File: src/rtl/core/lctg_pkg.sv
// ----------------------------------------------------------------------------
// lctg_pkg
// Shared types, constants and helper functions of the chase trail generator.
// ----------------------------------------------------------------------------
`default_nettype none

package lctg_pkg;

   localparam int unsigned MAX_LEDS_DEFAULT = 1024;

   localparam int unsigned TIME_W   = 32;
   localparam int unsigned COLOR_W  = 32;
   localparam int unsigned STRIP_W  = 11;
   localparam int unsigned IDX_W    = 10;
   localparam int unsigned DELAY_W  = 10;
   localparam int unsigned CHAN_W   = 8;
   localparam int unsigned TRAIL_W  = 4;
   localparam int unsigned POS_W    = 16;
   localparam int unsigned CSR_IDX_W = 3;

   localparam logic [DELAY_W-1:0] DELAY_BASE = 10'd20;
   localparam logic [CHAN_W-1:0]  CHAN_FULL  = 8'hFF;
   localparam logic [TRAIL_W-1:0] TRAIL_BASE = 4'd2;

   // Register indexes of the configuration port.
   localparam logic [CSR_IDX_W-1:0] REG_SPEED     = 3'd0;
   localparam logic [CSR_IDX_W-1:0] REG_INTENSITY = 3'd1;
   localparam logic [CSR_IDX_W-1:0] REG_COLOR     = 3'd2;
   localparam logic [CSR_IDX_W-1:0] REG_HAS_WHITE = 3'd3;
   localparam logic [CSR_IDX_W-1:0] REG_STRIP_LEN = 3'd4;

   typedef struct packed {
      logic [CHAN_W-1:0]  speed;
      logic [CHAN_W-1:0]  intensity;
      logic [COLOR_W-1:0] primary_color;
      logic               has_white;
      logic [STRIP_W-1:0] strip_length;
   } cfg_type;

   typedef struct packed {
      logic load_div;   // load time word, divide by frame delay
      logic div_step;   // one restoring divide step
      logic load_mod;   // reload with 16-bit quotient, divide by strip length
      logic init_pix;   // start trail walk at the head position
      logic emit;       // drive one pixel word and advance
   } cmd_type;

   typedef struct packed {
      logic last;       // current pixel is the final one of the frame
   } status_type;

   // 255 / trail for trail lengths 2..9
   function automatic logic [CHAN_W-1:0] trail_step(input logic [TRAIL_W-1:0] trail);
      logic [CHAN_W-1:0] s;
      case (trail)
         4'd2:    s = 8'd127;
         4'd3:    s = 8'd85;
         4'd4:    s = 8'd63;
         4'd5:    s = 8'd51;
         4'd6:    s = 8'd42;
         4'd7:    s = 8'd36;
         4'd8:    s = 8'd31;
         4'd9:    s = 8'd28;
         default: s = 8'd0;
      endcase
      return s;
   endfunction

   // (c * b) / 255, exact over the 16-bit product range
   function automatic logic [CHAN_W-1:0] scale_channel(input logic [CHAN_W-1:0] c,
                                                       input logic [CHAN_W-1:0] b);
      logic [15:0] prod;
      logic [16:0] sum;
      prod = c * b;
      sum  = 17'(prod) + 17'd1 + 17'(prod[15:8]);
      return sum[15:8];
   endfunction

endpackage

`default_nettype wire

File: src/rtl/core/lctg_csr.sv
// ----------------------------------------------------------------------------
// lctg_csr
// Configuration registers, written through the csr valid/ready channel.
// ----------------------------------------------------------------------------
`default_nettype none

module lctg_csr (
   input  wire logic                               clock,
   input  wire logic                               reset,
   input  wire logic                               busy,
   input  wire logic                               csr_valid,
   output logic                                    csr_ready,
   input  wire logic [lctg_pkg::CSR_IDX_W-1:0]     csr_index,
   input  wire logic [31:0]                        csr_data,
   output lctg_pkg::cfg_type                       cfg
);

   lctg_pkg::cfg_type cfg_ff, cfg_in;
   logic              wr_en;

   // hold off writes while a frame is in flight
   assign csr_ready = !busy;
   assign wr_en     = csr_valid && csr_ready;

   always_comb begin
      cfg_in = cfg_ff;
      if (wr_en) begin
         case (csr_index)
            lctg_pkg::REG_SPEED:     cfg_in.speed         = csr_data[7:0];
            lctg_pkg::REG_INTENSITY: cfg_in.intensity     = csr_data[7:0];
            lctg_pkg::REG_COLOR:     cfg_in.primary_color = csr_data;
            lctg_pkg::REG_HAS_WHITE: cfg_in.has_white     = csr_data[0];
            lctg_pkg::REG_STRIP_LEN: cfg_in.strip_length  = csr_data[10:0];
            default:                 cfg_in = cfg_ff;
         endcase
      end
   end

   always_ff @(posedge clock) begin
      if (reset) begin
         cfg_ff.speed         <= 8'd128;
         cfg_ff.intensity     <= 8'd128;
         cfg_ff.primary_color <= 32'h00FF_0000;
         cfg_ff.has_white     <= 1'b0;
         cfg_ff.strip_length  <= 11'd60;
      end else begin
         cfg_ff <= cfg_in;
      end
   end

   assign cfg = cfg_ff;

endmodule

`default_nettype wire

File: src/rtl/core/lctg_ctrl.sv
// ----------------------------------------------------------------------------
// lctg_ctrl
// Frame sequencer: divide by delay, reduce modulo length, emit trail pixels.
// ----------------------------------------------------------------------------
`default_nettype none

module lctg_ctrl (
   input  wire logic          clock,
   input  wire logic          reset,
   input  wire logic          start,
   output logic               busy,
   input  wire lctg_pkg::status_type status,
   output lctg_pkg::cmd_type    cmd
);

   localparam logic [2:0] ST_IDLE  = 3'd0;
   localparam logic [2:0] ST_DIV   = 3'd1;
   localparam logic [2:0] ST_LOADM = 3'd2;
   localparam logic [2:0] ST_MOD   = 3'd3;
   localparam logic [2:0] ST_INIT  = 3'd4;
   localparam logic [2:0] ST_EMIT  = 3'd5;

   localparam logic [4:0] DIV_LAST = 5'(lctg_pkg::TIME_W - 1);
   localparam logic [4:0] MOD_LAST = 5'(lctg_pkg::POS_W - 1);

   logic [2:0] state_ff, state_in;
   logic [4:0] cnt_ff, cnt_in;

   assign busy = (state_ff != ST_IDLE);

   always_comb begin
      state_in = state_ff;
      cnt_in   = cnt_ff;
      cmd      = '0;
      case (state_ff)
         ST_IDLE: begin
            if (start) begin
               cmd.load_div = 1'b1;
               cnt_in       = '0;
               state_in     = ST_DIV;
            end
         end
         ST_DIV: begin
            cmd.div_step = 1'b1;
            cnt_in       = cnt_ff + 5'd1;
            if (cnt_ff == DIV_LAST) begin
               state_in = ST_LOADM;
            end
         end
         ST_LOADM: begin
            cmd.load_mod = 1'b1;
            cnt_in       = '0;
            state_in     = ST_MOD;
         end
         ST_MOD: begin
            cmd.div_step = 1'b1;
            cnt_in       = cnt_ff + 5'd1;
            if (cnt_ff == MOD_LAST) begin
               state_in = ST_INIT;
            end
         end
         ST_INIT: begin
            cmd.init_pix = 1'b1;
            state_in     = ST_EMIT;
         end
         ST_EMIT: begin
            cmd.emit = 1'b1;
            if (status.last) begin
               state_in = ST_IDLE;
            end
         end
         default: begin
            state_in = ST_IDLE;
         end
      endcase
   end

   always_ff @(posedge clock) begin
      if (reset) begin
         state_ff <= ST_IDLE;
         cnt_ff   <= '0;
      end else begin
         state_ff <= state_in;
         cnt_ff   <= cnt_in;
      end
   end

endmodule

`default_nettype wire

File: src/rtl/core/lctg_datapath.sv
// ----------------------------------------------------------------------------
// lctg_datapath
// Shared restoring divider, trail walker and color fade, with result word.
// ----------------------------------------------------------------------------
`default_nettype none

module lctg_datapath #(
   parameter int unsigned MAX_LEDS = lctg_pkg::MAX_LEDS_DEFAULT
) (
   input  wire logic                              clock,
   input  wire logic                              reset,
   input  wire lctg_pkg::cfg_type                 cfg,
   input  wire lctg_pkg::cmd_type                 cmd,
   output lctg_pkg::status_type                   status,
   input  wire logic [lctg_pkg::TIME_W-1:0]       req_time_ms,
   output logic                                   rsp_valid,
   output logic [lctg_pkg::IDX_W-1:0]             rsp_led_index,
   output logic [lctg_pkg::COLOR_W-1:0]           rsp_pixel_color,
   output logic [lctg_pkg::DELAY_W-1:0]           rsp_frame_delay,
   output logic                                   rsp_last_pixel
);

   localparam int unsigned STRIP_MAX = (1 << lctg_pkg::STRIP_W) - 1;
   localparam int unsigned CAP_INT   = (MAX_LEDS < STRIP_MAX) ? MAX_LEDS : STRIP_MAX;
   localparam logic [lctg_pkg::STRIP_W-1:0] LEN_CAP = lctg_pkg::STRIP_W'(CAP_INT);

   localparam int unsigned SW = lctg_pkg::STRIP_W;
   localparam int unsigned TW = lctg_pkg::TIME_W;
   localparam int unsigned CW = lctg_pkg::CHAN_W;

   // derived frame settings
   logic [lctg_pkg::DELAY_W-1:0] delay;
   logic [SW-1:0]                len;
   logic [lctg_pkg::TRAIL_W-1:0] trail;
   logic [CW-1:0]                step;

   assign delay = (lctg_pkg::DELAY_W'(lctg_pkg::CHAN_FULL - cfg.speed) << 1)
                  + lctg_pkg::DELAY_BASE;
   assign trail = lctg_pkg::TRAIL_BASE + lctg_pkg::TRAIL_W'(cfg.intensity[7:5]);
   assign step  = lctg_pkg::trail_step(trail);

   always_comb begin
      if (cfg.strip_length == '0) begin
         len = SW'(1);
      end else if (cfg.strip_length > LEN_CAP) begin
         len = LEN_CAP;
      end else begin
         len = cfg.strip_length;
      end
   end

   // divider: quotient bits shift into the low end of dvd_ff
   logic [TW-1:0] dvd_ff, dvd_in;
   logic [SW-1:0] rem_ff, rem_in;
   logic          sel_len_ff, sel_len_in;
   logic [SW-1:0] divisor;
   logic [SW:0]   trial;
   logic [SW:0]   diff;
   logic          fits;

   assign divisor = sel_len_ff ? len : SW'(delay);
   assign trial   = {rem_ff, dvd_ff[TW-1]};
   assign diff    = trial - {1'b0, divisor};
   assign fits    = (trial >= {1'b0, divisor});

   // trail walker
   logic [SW-1:0]                idx_ff, idx_in;
   logic [CW-1:0]                bright_ff, bright_in;
   logic [lctg_pkg::TRAIL_W-1:0] pix_ff, pix_in;
   logic                         last;

   assign last        = (pix_ff == trail - lctg_pkg::TRAIL_W'(1));
   assign status.last = last;

   // faded color of the current pixel
   logic [CW-1:0] w_ch, r_ch, g_ch, b_ch;

   assign w_ch = cfg.has_white
                 ? lctg_pkg::scale_channel(cfg.primary_color[31:24], bright_ff) : '0;
   assign r_ch = lctg_pkg::scale_channel(cfg.primary_color[23:16], bright_ff);
   assign g_ch = lctg_pkg::scale_channel(cfg.primary_color[15:8], bright_ff);
   assign b_ch = lctg_pkg::scale_channel(cfg.primary_color[7:0], bright_ff);

   // result word
   logic                         valid_ff;
   logic [lctg_pkg::IDX_W-1:0]   led_ff;
   logic [lctg_pkg::COLOR_W-1:0] color_ff;
   logic [lctg_pkg::DELAY_W-1:0] delay_ff;
   logic                         lastp_ff;

   always_comb begin
      dvd_in     = dvd_ff;
      rem_in     = rem_ff;
      sel_len_in = sel_len_ff;
      idx_in     = idx_ff;
      bright_in  = bright_ff;
      pix_in     = pix_ff;
      if (cmd.load_div) begin
         dvd_in     = req_time_ms;
         rem_in     = '0;
         sel_len_in = 1'b0;
      end else if (cmd.load_mod) begin
         // low 16 quotient bits go to the top so they enter first
         dvd_in     = {dvd_ff[lctg_pkg::POS_W-1:0], {(TW-lctg_pkg::POS_W){1'b0}}};
         rem_in     = '0;
         sel_len_in = 1'b1;
      end else if (cmd.div_step) begin
         dvd_in = {dvd_ff[TW-2:0], fits};
         rem_in = fits ? diff[SW-1:0] : trial[SW-1:0];
      end
      if (cmd.init_pix) begin
         idx_in    = rem_ff;
         bright_in = lctg_pkg::CHAN_FULL;
         pix_in    = '0;
      end else if (cmd.emit) begin
         // step back one LED, wrapping to the far end
         idx_in    = (idx_ff == '0) ? (len - SW'(1)) : (idx_ff - SW'(1));
         bright_in = bright_ff - step;
         pix_in    = pix_ff + lctg_pkg::TRAIL_W'(1);
      end
   end

   always_ff @(posedge clock) begin
      dvd_ff    <= dvd_in;
      rem_ff    <= rem_in;
      idx_ff    <= idx_in;
      bright_ff <= bright_in;
      pix_ff    <= pix_in;
      if (cmd.emit) begin
         led_ff   <= idx_ff[lctg_pkg::IDX_W-1:0];
         color_ff <= {w_ch, r_ch, g_ch, b_ch};
         delay_ff <= delay;
         lastp_ff <= last;
      end
   end

   always_ff @(posedge clock) begin
      if (reset) begin
         valid_ff   <= 1'b0;
         sel_len_ff <= 1'b0;
      end else begin
         valid_ff   <= cmd.emit;
         sel_len_ff <= sel_len_in;
      end
   end

   assign rsp_valid       = valid_ff;
   assign rsp_led_index   = led_ff;
   assign rsp_pixel_color = color_ff;
   assign rsp_frame_delay = delay_ff;
   assign rsp_last_pixel  = lastp_ff;

endmodule

`default_nettype wire

File: src/rtl/core/led_chase_trail_generator_top.sv
// ----------------------------------------------------------------------------
// led_chase_trail_generator_top
// Chase effect with a fading trail: one frame request in, trail pixels out.
// ----------------------------------------------------------------------------
// A frame request is taken when start is high and busy is low. The block
// divides the time by the frame delay and reduces the 16-bit quotient modulo
// the strip length on one shared bit-serial divider (32 + 16 steps), then
// emits one pixel word per cycle, head first, 2 to 9 words per frame. The
// block takes the next request at the edge that ends the last word of a
// frame. Each word is on the rsp_ ports for one cycle only, marked by
// rsp_valid; the receiver cannot stall it and must take it then.
// Configuration writes are held off (csr_ready low) while busy.
// ----------------------------------------------------------------------------
`default_nettype none

module led_chase_trail_generator_top #(
   parameter int unsigned MAX_LEDS = lctg_pkg::MAX_LEDS_DEFAULT
) (
   input  wire logic                               clock,
   input  wire logic                               reset,
   input  wire logic                               start,
   output logic                                    busy,
   input  wire logic [lctg_pkg::TIME_W-1:0]        req_time_ms,
   output logic                                    rsp_valid,
   output logic [lctg_pkg::IDX_W-1:0]              rsp_led_index,
   output logic [lctg_pkg::COLOR_W-1:0]            rsp_pixel_color,
   output logic [lctg_pkg::DELAY_W-1:0]            rsp_frame_delay,
   output logic                                    rsp_last_pixel,
   input  wire logic                               csr_valid,
   output logic                                    csr_ready,
   input  wire logic [lctg_pkg::CSR_IDX_W-1:0]     csr_index,
   input  wire logic [31:0]                        csr_data
);

   lctg_pkg::cfg_type    cfg;
   lctg_pkg::cmd_type    cmd;
   lctg_pkg::status_type status;

   lctg_csr u_csr (
      .clock     (clock),
      .reset     (reset),
      .busy      (busy),
      .csr_valid (csr_valid),
      .csr_ready (csr_ready),
      .csr_index (csr_index),
      .csr_data  (csr_data),
      .cfg       (cfg)
   );

   lctg_ctrl u_ctrl (
      .clock  (clock),
      .reset  (reset),
      .start  (start),
      .busy   (busy),
      .status (status),
      .cmd    (cmd)
   );

   lctg_datapath #(
      .MAX_LEDS (MAX_LEDS)
   ) u_datapath (
      .clock           (clock),
      .reset           (reset),
      .cfg             (cfg),
      .cmd             (cmd),
      .status          (status),
      .req_time_ms     (req_time_ms),
      .rsp_valid       (rsp_valid),
      .rsp_led_index   (rsp_led_index),
      .rsp_pixel_color (rsp_pixel_color),
      .rsp_frame_delay (rsp_frame_delay),
      .rsp_last_pixel  (rsp_last_pixel)
   );

endmodule

`default_nettype wire

File: config.mk
export PLATFORM = sky130hd
export DESIGN_NAME = led_chase_trail_generator_top
export DESIGN_NICKNAME = d
export VERILOG_FILES = /design/src/rtl/core/lctg_pkg.sv /design/src/rtl/core/lctg_csr.sv /design/src/rtl/core/lctg_ctrl.sv /design/src/rtl/core/lctg_datapath.sv /design/src/rtl/core/led_chase_trail_generator_top.sv
export SDC_FILE = /design/constraint.sdc
export NUM_CORES = 1
export LEC_CHECK = 0
export BUFFER_PORTS_ARGS = -buffer_cell sky130_fd_sc_hd__buf_2
export CAP_MARGIN = 25
export CORE_MARGIN = 2
export CORE_UTILIZATION = 40
export CTS_CLUSTER_SIZE = 10
export DETAILED_ROUTE_END_ITERATION = 8
export PLACE_DENSITY = 0.64
export SYNTH_ARGS = -nofsm -noshare
export SYNTH_HDL_FRONTEND = slang
export SYNTH_SLANG_ARGS = --single-unit
File: constraint.sdc
create_clock -name clock -period 8.75 [get_ports clock]
set_input_delay 1.75 -clock clock [delete_from_list [all_inputs] [get_ports clock]]
set_output_delay 1.75 -clock clock [all_outputs]
set_load 0.01 [all_outputs]
# Word-level counts from Yosys, hierarchy flattened
# Memory sizes are Yosys's and may differ from the RTL's.
# Cells that the tools add are included.
# totals
reg_bits,189
latchBits,0
mem_bits_rw,0
mem_bits_ro,112
input_bits,71
out_inout_bits,56
elab_cells,103
memories,1
# op_classes
n_addsub,18
mul,4
div_mod_pow,0
order_cmp,2
eq_ne,16
shift,0
muxes,23
bitwise,0
reduce_logical,20
# memory_table
name,words,width,rd,rd_ports_with_merged_regs,write_ports,line,source
(no name shown),16,7,1,0,0,lctg_pkg.sv:55,case (trail)
# op_table
cell,n
two-way mux 32 bit,3
two-way mux 11 bit,7
"adder 16 x 1 -> 16 bit, second input constant",4
adder 16 x 8 -> 16 bit,4
multiplier 8 x 8 -> 16 bit,4
zero test 11 bit,2
"subtractor 11 x 1 -> 11 bit, second input constant",2
case mux 3 bit (6 select lines),1
case mux 5 bit (3 select lines),1
"equality test 3 x 2 -> 1 bit, second input constant",4
>= comparator 12 x 11 -> 1 bit,1
two-way mux 3 bit,4
AND reduction 2 bit,6
"greater-than comparator 11 bit, second input constant",1
subtractor 11 bit,1
"adder 10 x 5 -> 10 bit, second input constant",1
"equality test 3 bit, second input constant",3
nonzero test 3 bit,3
"subtractor 8 x 8 -> 9 bit, first input constant",1
subtractor 8 bit,1
"equality test 3 x 1 -> 1 bit, second input constant",2
zero test 3 bit,2
two-way mux 1 bit,6
OR reduction 2 bit,3
other kinds (14),16

# Logic depth before layout (Yosys ltp)
# Gate-level depths: netlist (run 1).
# depth
depth_word,8
depth_mapped,26
mapped_depth_nobuf,25

# Cells and area by module
# From an unflattened synthesis (run 1), not the netlist that was laid out.
# hier_totals
hier_cells,1983
hier_area_um2,18664.2
# modules_own_cells
module,instances,cells_per_inst,area_each_um2,seq_area_each_um2
lctg_datapath,1,1679,15720.1,3353.2
lctg_csr,1,248,2496.1,1201.2
lctg_ctrl,1,56,447.9,160.2

# Least setup slack after synthesis (run 1)
# No wires, ideal clock.
# synth_path
path_type,flip-flop to flip-flop
start,register u_datapath.bright_ff[7]
end,"register u_datapath.color_ff (netlist bit u_datapath.rsp_pixel_color[31]), data pin"
setup_ps,259
arrival_time_ps,5913
slack_ps,2578
stages_incl_launch_ff,25
n_path_buf,1
cell_sequence,dfxtp_1 -> clkbuf_1 -> nand2_1 -> fa_1 -> fa_1 -> inv_1 -> fa_1 -> inv_1 -> fa_1 -> inv_1 -> ha_1 -> or2_2 -> o21ba_2 -> nor3_1 -> o21ai_0 -> nand2b_1 -> a21oi_1 -> xnor2_1 -> ha_1 -> or2b_2 -> mux2_4 -> o31ai_4 -> nand4_1 -> xor2_1 -> nor2_1
# synth_between
elab_chain_len,3
# synth_rtl
element,line,source
start: declaration,lctg_datapath.sv:68,"logic [CW-1:0] bright_ff, bright_in;"
start signal: assignment,lctg_datapath.sv:127,bright_ff <= bright_in;
multiplier 8 x 8 -> 16 bit (*),lctg_pkg.sv:74,prod = c * b;
adder 16 x 1 -> 16 bit,lctg_pkg.sv:75,sum = 17'(prod) + 17'd1 + 17'(prod[15:8]);
adder 16 x 8 -> 16 bit (*),lctg_pkg.sv:75,
end signal: assignment,lctg_datapath.sv:131,"color_ff <= {w_ch, r_ch, g_ch, b_ch};"
end: declaration,lctg_datapath.sv:87,logic [lctg_pkg::COLOR_W-1:0] color_ff;
# Mark *: on every way between the ends. The rest lies on a longest branch, timed or not.
# A chain may end at the register's enable or synchronous reset.

# Worst setup path after layout (run 1)
# layout_path
start,register u_datapath.bright_ff[4]
end,"register u_datapath.color_ff (netlist bit u_datapath.rsp_pixel_color[28]), data pin"
# Same word-level chain as after synthesis.

==> results of run 1 <==
==> final timing paths <==
check / start / end
worst max-delay path: u_datapath.bright_ff[4] / u_datapath.rsp_pixel_color[28]
worst min register to register: u_ctrl.cnt_ff[1] / u_ctrl.cnt_ff[1]
worst min-delay path: u_ctrl.cnt_ff[1] / u_ctrl.cnt_ff[1]
worst max register to register: u_datapath.bright_ff[4] / u_datapath.rsp_pixel_color[28]
==> routing by layer <==
layer,vias up,wire length [um]
met2,324,20130
met1,6912,20150
li1,6979,-
met4,0,782
met3,44,2313
met5,-,0
==> final cells by class <==
class | instances | area [sq um]
clock inverters | 15 | 175.2
well taps | 600 | 750.7
fillers | 4440 | 25090
multi-input cells | 1538 | 12560
clock buffers | 17 | 425.4
inverters | 245 | 919.6
repair buffers | 141 | 749.5
diodes | 2 | 5.005
flip-flops and latches | 183 | 4614
==> worst max-delay path: stages (launching register included) <==
cell and delay (ns):
dfxtp_1 0.64, buf_4 0.33, nand2_1 0.11, fa_1 0.51
fa_1 0.49, inv_1 0.06, fa_1 0.53, inv_1 0.06
fa_1 0.53, inv_1 0.04, ha_1 0.24, or2_2 0.30
a211o_1 0.26, a31o_1 0.27, o311ai_0 0.67, ha_1 0.28
a211oi_1 0.06, o2bb2ai_1 0.18, maj3_1 0.41, o21a_1 0.19
or3_1 0.34, a21oi_1 0.16
==> power groups by stage <==
stage	Sequential [mW]	Clock [mW]	Combinational (mW)
2_1_floorplan	1.18	0	3.33
3_3_place_gp	1.21	0	4.06
3_5_place_dp	1.21	0	4.19
4_1_cts	1.19	0.820	4.23
5_1_grt	1.20	0.850	4.79
6_report	1.19	0.792	4.23
==> cell families after synthesis <==
group	share of synthesized area, %
fa+ha+maj	29.63
compound gates	11.39
flops	25.18
simple gates	19.86
other cells	0.02047
xor+xnor	4.671
buf+inv	6.364
mux	2.881
==> sequential cells by signal, summed over array words and instances (netlist names) <==
name	flops
u_datapath.rsp_last_pixel	1
u_datapath.bright_ff	8
u_csr.cfg	55
u_datapath.dvd_ff	32
u_ctrl.state_ff	3
u_datapath.rsp_led_index	10
u_datapath.idx_ff	11
u_datapath.rem_ff	11
u_ctrl.cnt_ff	5
u_datapath.sel_len_ff	1
u_datapath.rsp_frame_delay	9
u_datapath.rsp_valid	1
u_datapath.rsp_pixel_color	32
u_datapath.pix_ff	4
==> cells in the final DEF (no fill, tap or decap), types with 9 or more instances in the layout <==
cell type	netlist	final
xnor2_1	53	53
nor2_1	102	101
buf_2	1	125
dfxtp_1	88	88
nand3_1	21	21
nor2b_1	21	21
mux2i_1	49	49
o21a_1	9	9
and3_1	12	12
edfxtp_1	95	95
ha_1	198	198
nand3b_1	9	9
fa_1	146	146
nand2_1	227	227
a21o_1	21	21
inv_1	243	242
nand2b_1	11	11
nor3b_1	10	9
xor2_1	42	42
and2_1	223	222
nand4_1	14	14
buf_4	1	15
a21oi_1	99	99
o21ai_0	91	91
a31oi_1	9	9
o21bai_1	10	10
a211oi_1	20	20
nor3_1	29	28
clkbuf_16	0	17
==> Yosys cell counts, drive strengths merged (8+ instances only) <==
master,n
nand2b,11
o21bai,10
nand3,21
a31oi,9
dfxtp,88
nor3,30
nand2,227
ha,198
xnor2,53
nand3b,9
edfxtp,95
a21o,22
and2,224
a211oi,20
xor2,42
mux2i,49
clkbuf,58
or2,8
and3,13
o21a,10
o21ai,93
fa,146
nor3b,10
a21oi,99
nand4,14
nor2,102
nor2b,21
inv,243
==> flow_summary.json, run 1 <==
{
  "pwr-share-clk_pct": 12.7,
  "worstMarginPinSlew_ns": 0.9806,
  "track_usage_pct": 19.05,
  "drt-pass1-iter-count": 5,
  "dp_cells": 2706,
  "layout_setup_ws_ns": 1.930,
  "worst_ep_arrival_time_ns": 7.16,
  "root_buffer": "clkbuf_16",
  "final_core_utilization_pct": 44.60,
  "hold_class": "flop to flop",
  "power_frac_seq_pct": 19.2,
  "endpoint_kind": "flop",
  "stdcell_area_sq_um": 20200,
  "num_vias": 14259,
  "rsz0062_at_grt": "false",
  "power_frac_comb_pct": 68.1,
  "cts-resized-gates": 0,
  "ys_seq_area_share_pct": 25.18,
  "num_rows": 78,
  "synth_edf_count": 95,
  "synth_cell_type_count": 85,
  "clockBufferDepth": 2,
  "synth_fp_nets": 2445,
  "synth_area_per_cell_sq_um": 9.027,
  "place_ws_ns": 1.950,
  "synth_top_cell_by_area": "fa_1",
  "hold_violations": 0,
  "use_met1_pct": 25.19,
  "cts_tree": "built",
  "power.leakage_nw": 9.590,
  "rr_worst_depth": 21,
  "async_flop_share_pct": 0,
  "fin_skew_ns": 0.01979,
  "swShare_pct": 46.97,
  "synth_area_leaders": "fa_1, edfxtp_1, ha_1, dfxtp_1, and2_1",
  "cts_hold_buf": 0,
  "synth.ff_latch_count": 183,
  "port-buffer-count": 125,
  "drtAntennaViolNets": 0,
  "layout-drive-gt1-share_pct": 9.631,
  "start_util_pct": 40.46,
  "htreeDepth": 4,
  "gp_congestion": 0.9043,
  "p_total_mw": 6.219,
  "cts_setup_buffers": 0,
  "routedWlPerCell_um": 15.82,
  "drc": 0,
  "syn_area_sq_um": 18320,
  "synth_top_flop_cell": "edfxtp_1",
  "worstSetupPathType": "flop to flop",
  "io_pins": 127,
  "finalCriticalPeriod_ns": 6.820,
  "tns_ns": 0,
  "grt_pass1_wl_um": 72390,
  "vias_per_cell": 5.202,
  "ys_warn_count": 0,
  "drt_iter0_markers": 841,
  "grt_max_degree": 67,
  "finalNetCount": 2541,
  "fp.coreArea_sq_um": 45280,
  "grt_use_met2_pct": 31.42,
  "antenna_found_initial": 2,
  "status": "completed",
  "grt_util_met3_pct": 3.905,
  "hold-path-cell-count": 2,
  "hold_slack_ns": 0.4917,
  "intPower_mw": 3.298,
  "critPathMaxFanout": 20,
  "placed_cell_area_sq_um": 19580,
  "dp.final_hpwl_um": 33330,
  "path_clk_slew_ns": 0.08,
  "die_h_um": 218.0,
  "finalWirelength_um": 43380,
  "r2r_setup_slack_ns": 1.93,
  "grt_pass1_vias": 14542,
  "dieArea_sq_um": 47540,
  "cts_sinks": 183,
  "fin_crit_sh_pct": 77.95,
  "finalSetupViolCount": 0,
  "syn_inst": 2030,
  "drv_cap": 0,
  "fin_cells": 2741,
  "busiest_layer": "met2",
  "die_w_um": 218.0,
  "switchingPower_mw": 2.921,
  "syn_to_final_growth_pct": 10.22,
  "drv_slew": 0,
  "fmaxAchievable_mhz": 146.6,
  "cp_data_required_time_ns": 9.09,
  "slew_headroom_pct": 34.63,
  "overflow": 0,
  "synth_top_area_share_pct": 15.95,
  "cts_made_buffers": 17,
  "clock_latency_ns": 0.49,
  "peakVddDrop_uv": 535.0,
  "p_per_area_nw_per_um2": 307.9,
  "critPathLaunchType": "flop"
}
No activity file was read; power rests on OpenSTA's default activity.
==> run 2: changes to the inputs <==
--- a/config.mk
+++ b/config.mk
@@ -5,13 +5,14 @@
 export SDC_FILE = /design/constraint.sdc
 export NUM_CORES = 1
 export LEC_CHECK = 0
+export ABC_AREA = 1
 export BUFFER_PORTS_ARGS = -buffer_cell sky130_fd_sc_hd__buf_2
 export CAP_MARGIN = 25
 export CORE_MARGIN = 2
 export CORE_UTILIZATION = 40
 export CTS_CLUSTER_SIZE = 10
 export DETAILED_ROUTE_END_ITERATION = 8
-export PLACE_DENSITY = 0.64
+export PLACE_DENSITY = 0.63
 export SYNTH_ARGS = -nofsm -noshare
 export SYNTH_HDL_FRONTEND = slang
 export SYNTH_SLANG_ARGS = --single-unit
==> constraint.sdc (replaced) <==
create_clock -name clock -period 6.45 [get_ports clock]
set_input_delay 1.29 -clock clock [delete_from_list [all_inputs] [get_ports clock]]
set_output_delay 1.29 -clock clock [all_outputs]
set_load 0.01 [all_outputs]
==> run 2 against run 1 <==
Net effect:
- synthesized area rose by 9.0%
- first-iteration DRC count rose by 34%
- clock skew fell by 0.0094 ns
- count of clock-buffer cells in the layout rose by 3
==> flow_summary.json, run 2 <==
{
  "synth_top_area_share_pct": 14.74,
  "layout-drive-gt1-share_pct": 7.926,
  "synth_fp_nets": 3231,
  "cp_data_required_time_ns": 6.70,
  "synth.ff_latch_count": 183,
  "grt_max_degree": 61,
  "min_to": "u_datapath.rsp_led_index[0]",
  "syn_to_final_growth_pct": 9.380,
  "antenna_found_initial": 1,
  "yosys-top-cells-count": "nand2_1, inv_1, ha_1, nor2_1, nand3_1",
  "htreeDepth": 4,
  "syn_inst": 2816,
  "drv_cap": 0,
  "synth_area_leaders": "nand2_1, fa_1, edfxtp_1, inv_1, ha_1",
  "finalCriticalPeriod_ns": 5.854,
  "async_flop_share_pct": 0,
  "start_util_pct": 40.62,
  "path_clk_slew_ns": 0.07,
  "final_common_cell": "nand2_1",
  "drt_iter0_markers": 1126,
  "synth_xor_xnor_area_share_pct": 2.557,
  "grt_pass1_vias": 17666,
  "r2r_setup_slack_ns": 0.60,
  "cts_hold_buf": 0,
  "status": "completed",
  "nFillCells": 4999,
  "vias_per_cell": 4.903,
  "finalWirelength_um": 50640,
  "synth_top_family_by_area": "adder cells",
  "grt_pass1_wl_um": 85360,
  "cts_setup_buffers": 0,
  "ys_seq_area_share_pct": 23.11,
  "synth_top_cell_by_area": "nand2_1",
  "rsz0062_at_grt": "false",
  "endpoint_kind": "flop",
  "track_usage_pct": 20.73,
  "port-buffer-count": 125,
  "largest_reg_flops": 55,
  "hold_path.startpoint": "u_datapath.idx_ff[0]",
  "overflow": 0,
  "worstSetupPathType": "flop to flop",
  "num_vias": 17485,
  "cts_made_buffers": 17,
  "gp_congestion": 0.9040,
  "dp.final_hpwl_um": 40370,
  "ys_warn_count": 0,
  "fin_skew_ns": 0.01042,
  "antenna_cells": 0,
  "io_pins": 127,
  "hold_violations": 0,
  "synth_top_flop_cell": "edfxtp_1",
  "clock_latency_ns": 0.49,
  "root_buffer": "clkbuf_16",
  "yosys.area_share.adder_pct": 27.04,
  "die_w_um": 227.4,
  "hold_class": "flop to flop",
  "reg2reg_to": "u_datapath.rsp_pixel_color[5]",
  "routedWlPerCell_um": 14.20,
  "critPathLaunchType": "flop",
  "drc": 0,
  "dieArea_sq_um": 51720,
  "die_h_um": 227.4,
  "synthMuxAreaShare_pct": 0,
  "final_cell_mix": "nand2_1, inv_1, ha_1",
  "synth_edf_count": 95,
  "cts_sinks": 183,
  "hold-path-cell-count": 0,
  "drv_slew": 0,
  "fp.coreArea_sq_um": 49150,
  "synthSimpleGateAreaFrac_pct": 24.66,
  "finalNetCount": 3304,
  "synth_compound_area_share_pct": 8.096,
  "fmaxAchievable_mhz": 170.8,
  "worstMarginPinSlew_ns": 0.9758,
  "finalSetupViolCount": 0,
  "slew_headroom_pct": 34.35,
  "synth_cell_type_count": 50,
  "tns_ns": 0,
  "rr_worst_depth": 26,
  "fin_crit_sh_pct": 90.76,
  "worst_ep_arrival_time_ns": 6.10,
  "synth_area_per_cell_sq_um": 7.091,
  "cts-resized-gates": 0,
  "syn_area_sq_um": 19970,
  "yosysMostFrequentCell": "nand2_1",
  "critPathMaxFanout": 17,
  "drt-pass1-iter-count": 5,
  "drtAntennaViolNets": 0,
  "num_rows": 81,
  "cts_tree": "built",
  "clockBufferDepth": 2,
  "r2r_start": "u_datapath.bright_ff[3]"
}
## run 2: changes by cell type after synthesis, sizes merged, moves of 17 or more
cell,delta
a21oi,+21
and2,-223
clkbuf,+33
inv,+431
mux2i,-49
nand2,+569
nand3,+136
nor2,+65
nor2b,-21
o21ai,-17
xnor2,-37
## run 2: stage by stage
stage / utilization (%) / setup WS, ns / hold WS [ns] / instances / area (sq um)
after global routing: 44.43 / 0.06605 / 0.4759 / 3566 / 21840
after CTS: 44.43 / 0.6174 / 0.4596 / 3566 / 21840
after global placement: 43.21 / 0.6765 / 0.4394 / 3534 / 21240
final: 44.43 / 0.5958 / 0.4587 / 3566 / 21840
after detailed placement: 43.21 / 0.6352 / 0.4408 / 3534 / 21240
after floorplan: - / 0.8113 / 0.4249 / 2816 / 19970
## run 2: worst max-delay path by stage
stage	startpoint	endpoint	slack [ns]	depth (start not counted)
after floorplan	u_datapath.bright_ff[7]	u_datapath.rsp_pixel_color[31]	0.81	30
after global placement	u_datapath.bright_ff[7]	u_datapath.rsp_pixel_color[31]	0.68	27
after detailed placement	u_datapath.bright_ff[5]	u_datapath.rsp_pixel_color[3]	0.64	26
after CTS	u_datapath.bright_ff[5]	u_datapath.rsp_pixel_color[3]	0.62	26
after global routing	u_datapath.bright_ff[5]	u_datapath.rsp_pixel_color[3]	0.07	28
final	u_datapath.bright_ff[3]	u_datapath.rsp_pixel_color[5]	0.60	26
## run 2: worst max-delay path: stages (launching register included)
cell,delay [ns]
dfxtp_1,0.56
buf_4,0.33
nand2_1,0.08
inv_1,0.09
fa_1,0.44
fa_1,0.47
fa_1,0.54
inv_1,0.05
fa_1,0.53
inv_1,0.04
ha_1,0.36
nand2_1,0.10
nor2_1,0.15
nand3_1,0.11
nand3_1,0.12
a21oi_1,0.07
o21bai_1,0.15
xor2_1,0.26
inv_1,0.10
ha_1,0.34
inv_1,0.05
nor2_1,0.25
a21oi_1,0.17
inv_1,0.07
nand2_1,0.06
nand3_1,0.09
nand2_1,0.05
## run 2: cell families after synthesis
group | Yosys count
and+or+nand+nor | 1186
buffers and inverters | 769
adders and majority gates | 344
AOI/OAI and AO/OA | 279
DFF | 183
xor gates and xnor gates | 54
other | 1
## run 2: area by class of cell
class                           instances  area (sq um)  area share [%]
Timing Repair Buffer                  148         798.3           3.655
Inverter                              675          2534           11.60
Clock buffer                           20         471.7           2.160
Multi-Input combinational cell       1864         12460           57.05
Sequential cell                       183          4614           21.13
Tap cell                              664         830.8           3.804
Clock inverter                         12         131.4          0.6015
## run 2: metal layers
metal / vias up / GRT usage [%] / share of wire [%]
met5: - / 0 / 0.026
met1: 8160 / 26.93 / 46
li1: 8771 / - / -
met3: 79 / 3.691 / 5.8
met2: 473 / 34.39 / 46
met4: 2 / 7.822 / 2.9
Power of run 2 is not shown: default switching activity piles up to over one toggle a cycle in this logic, so the estimate is an artifact.
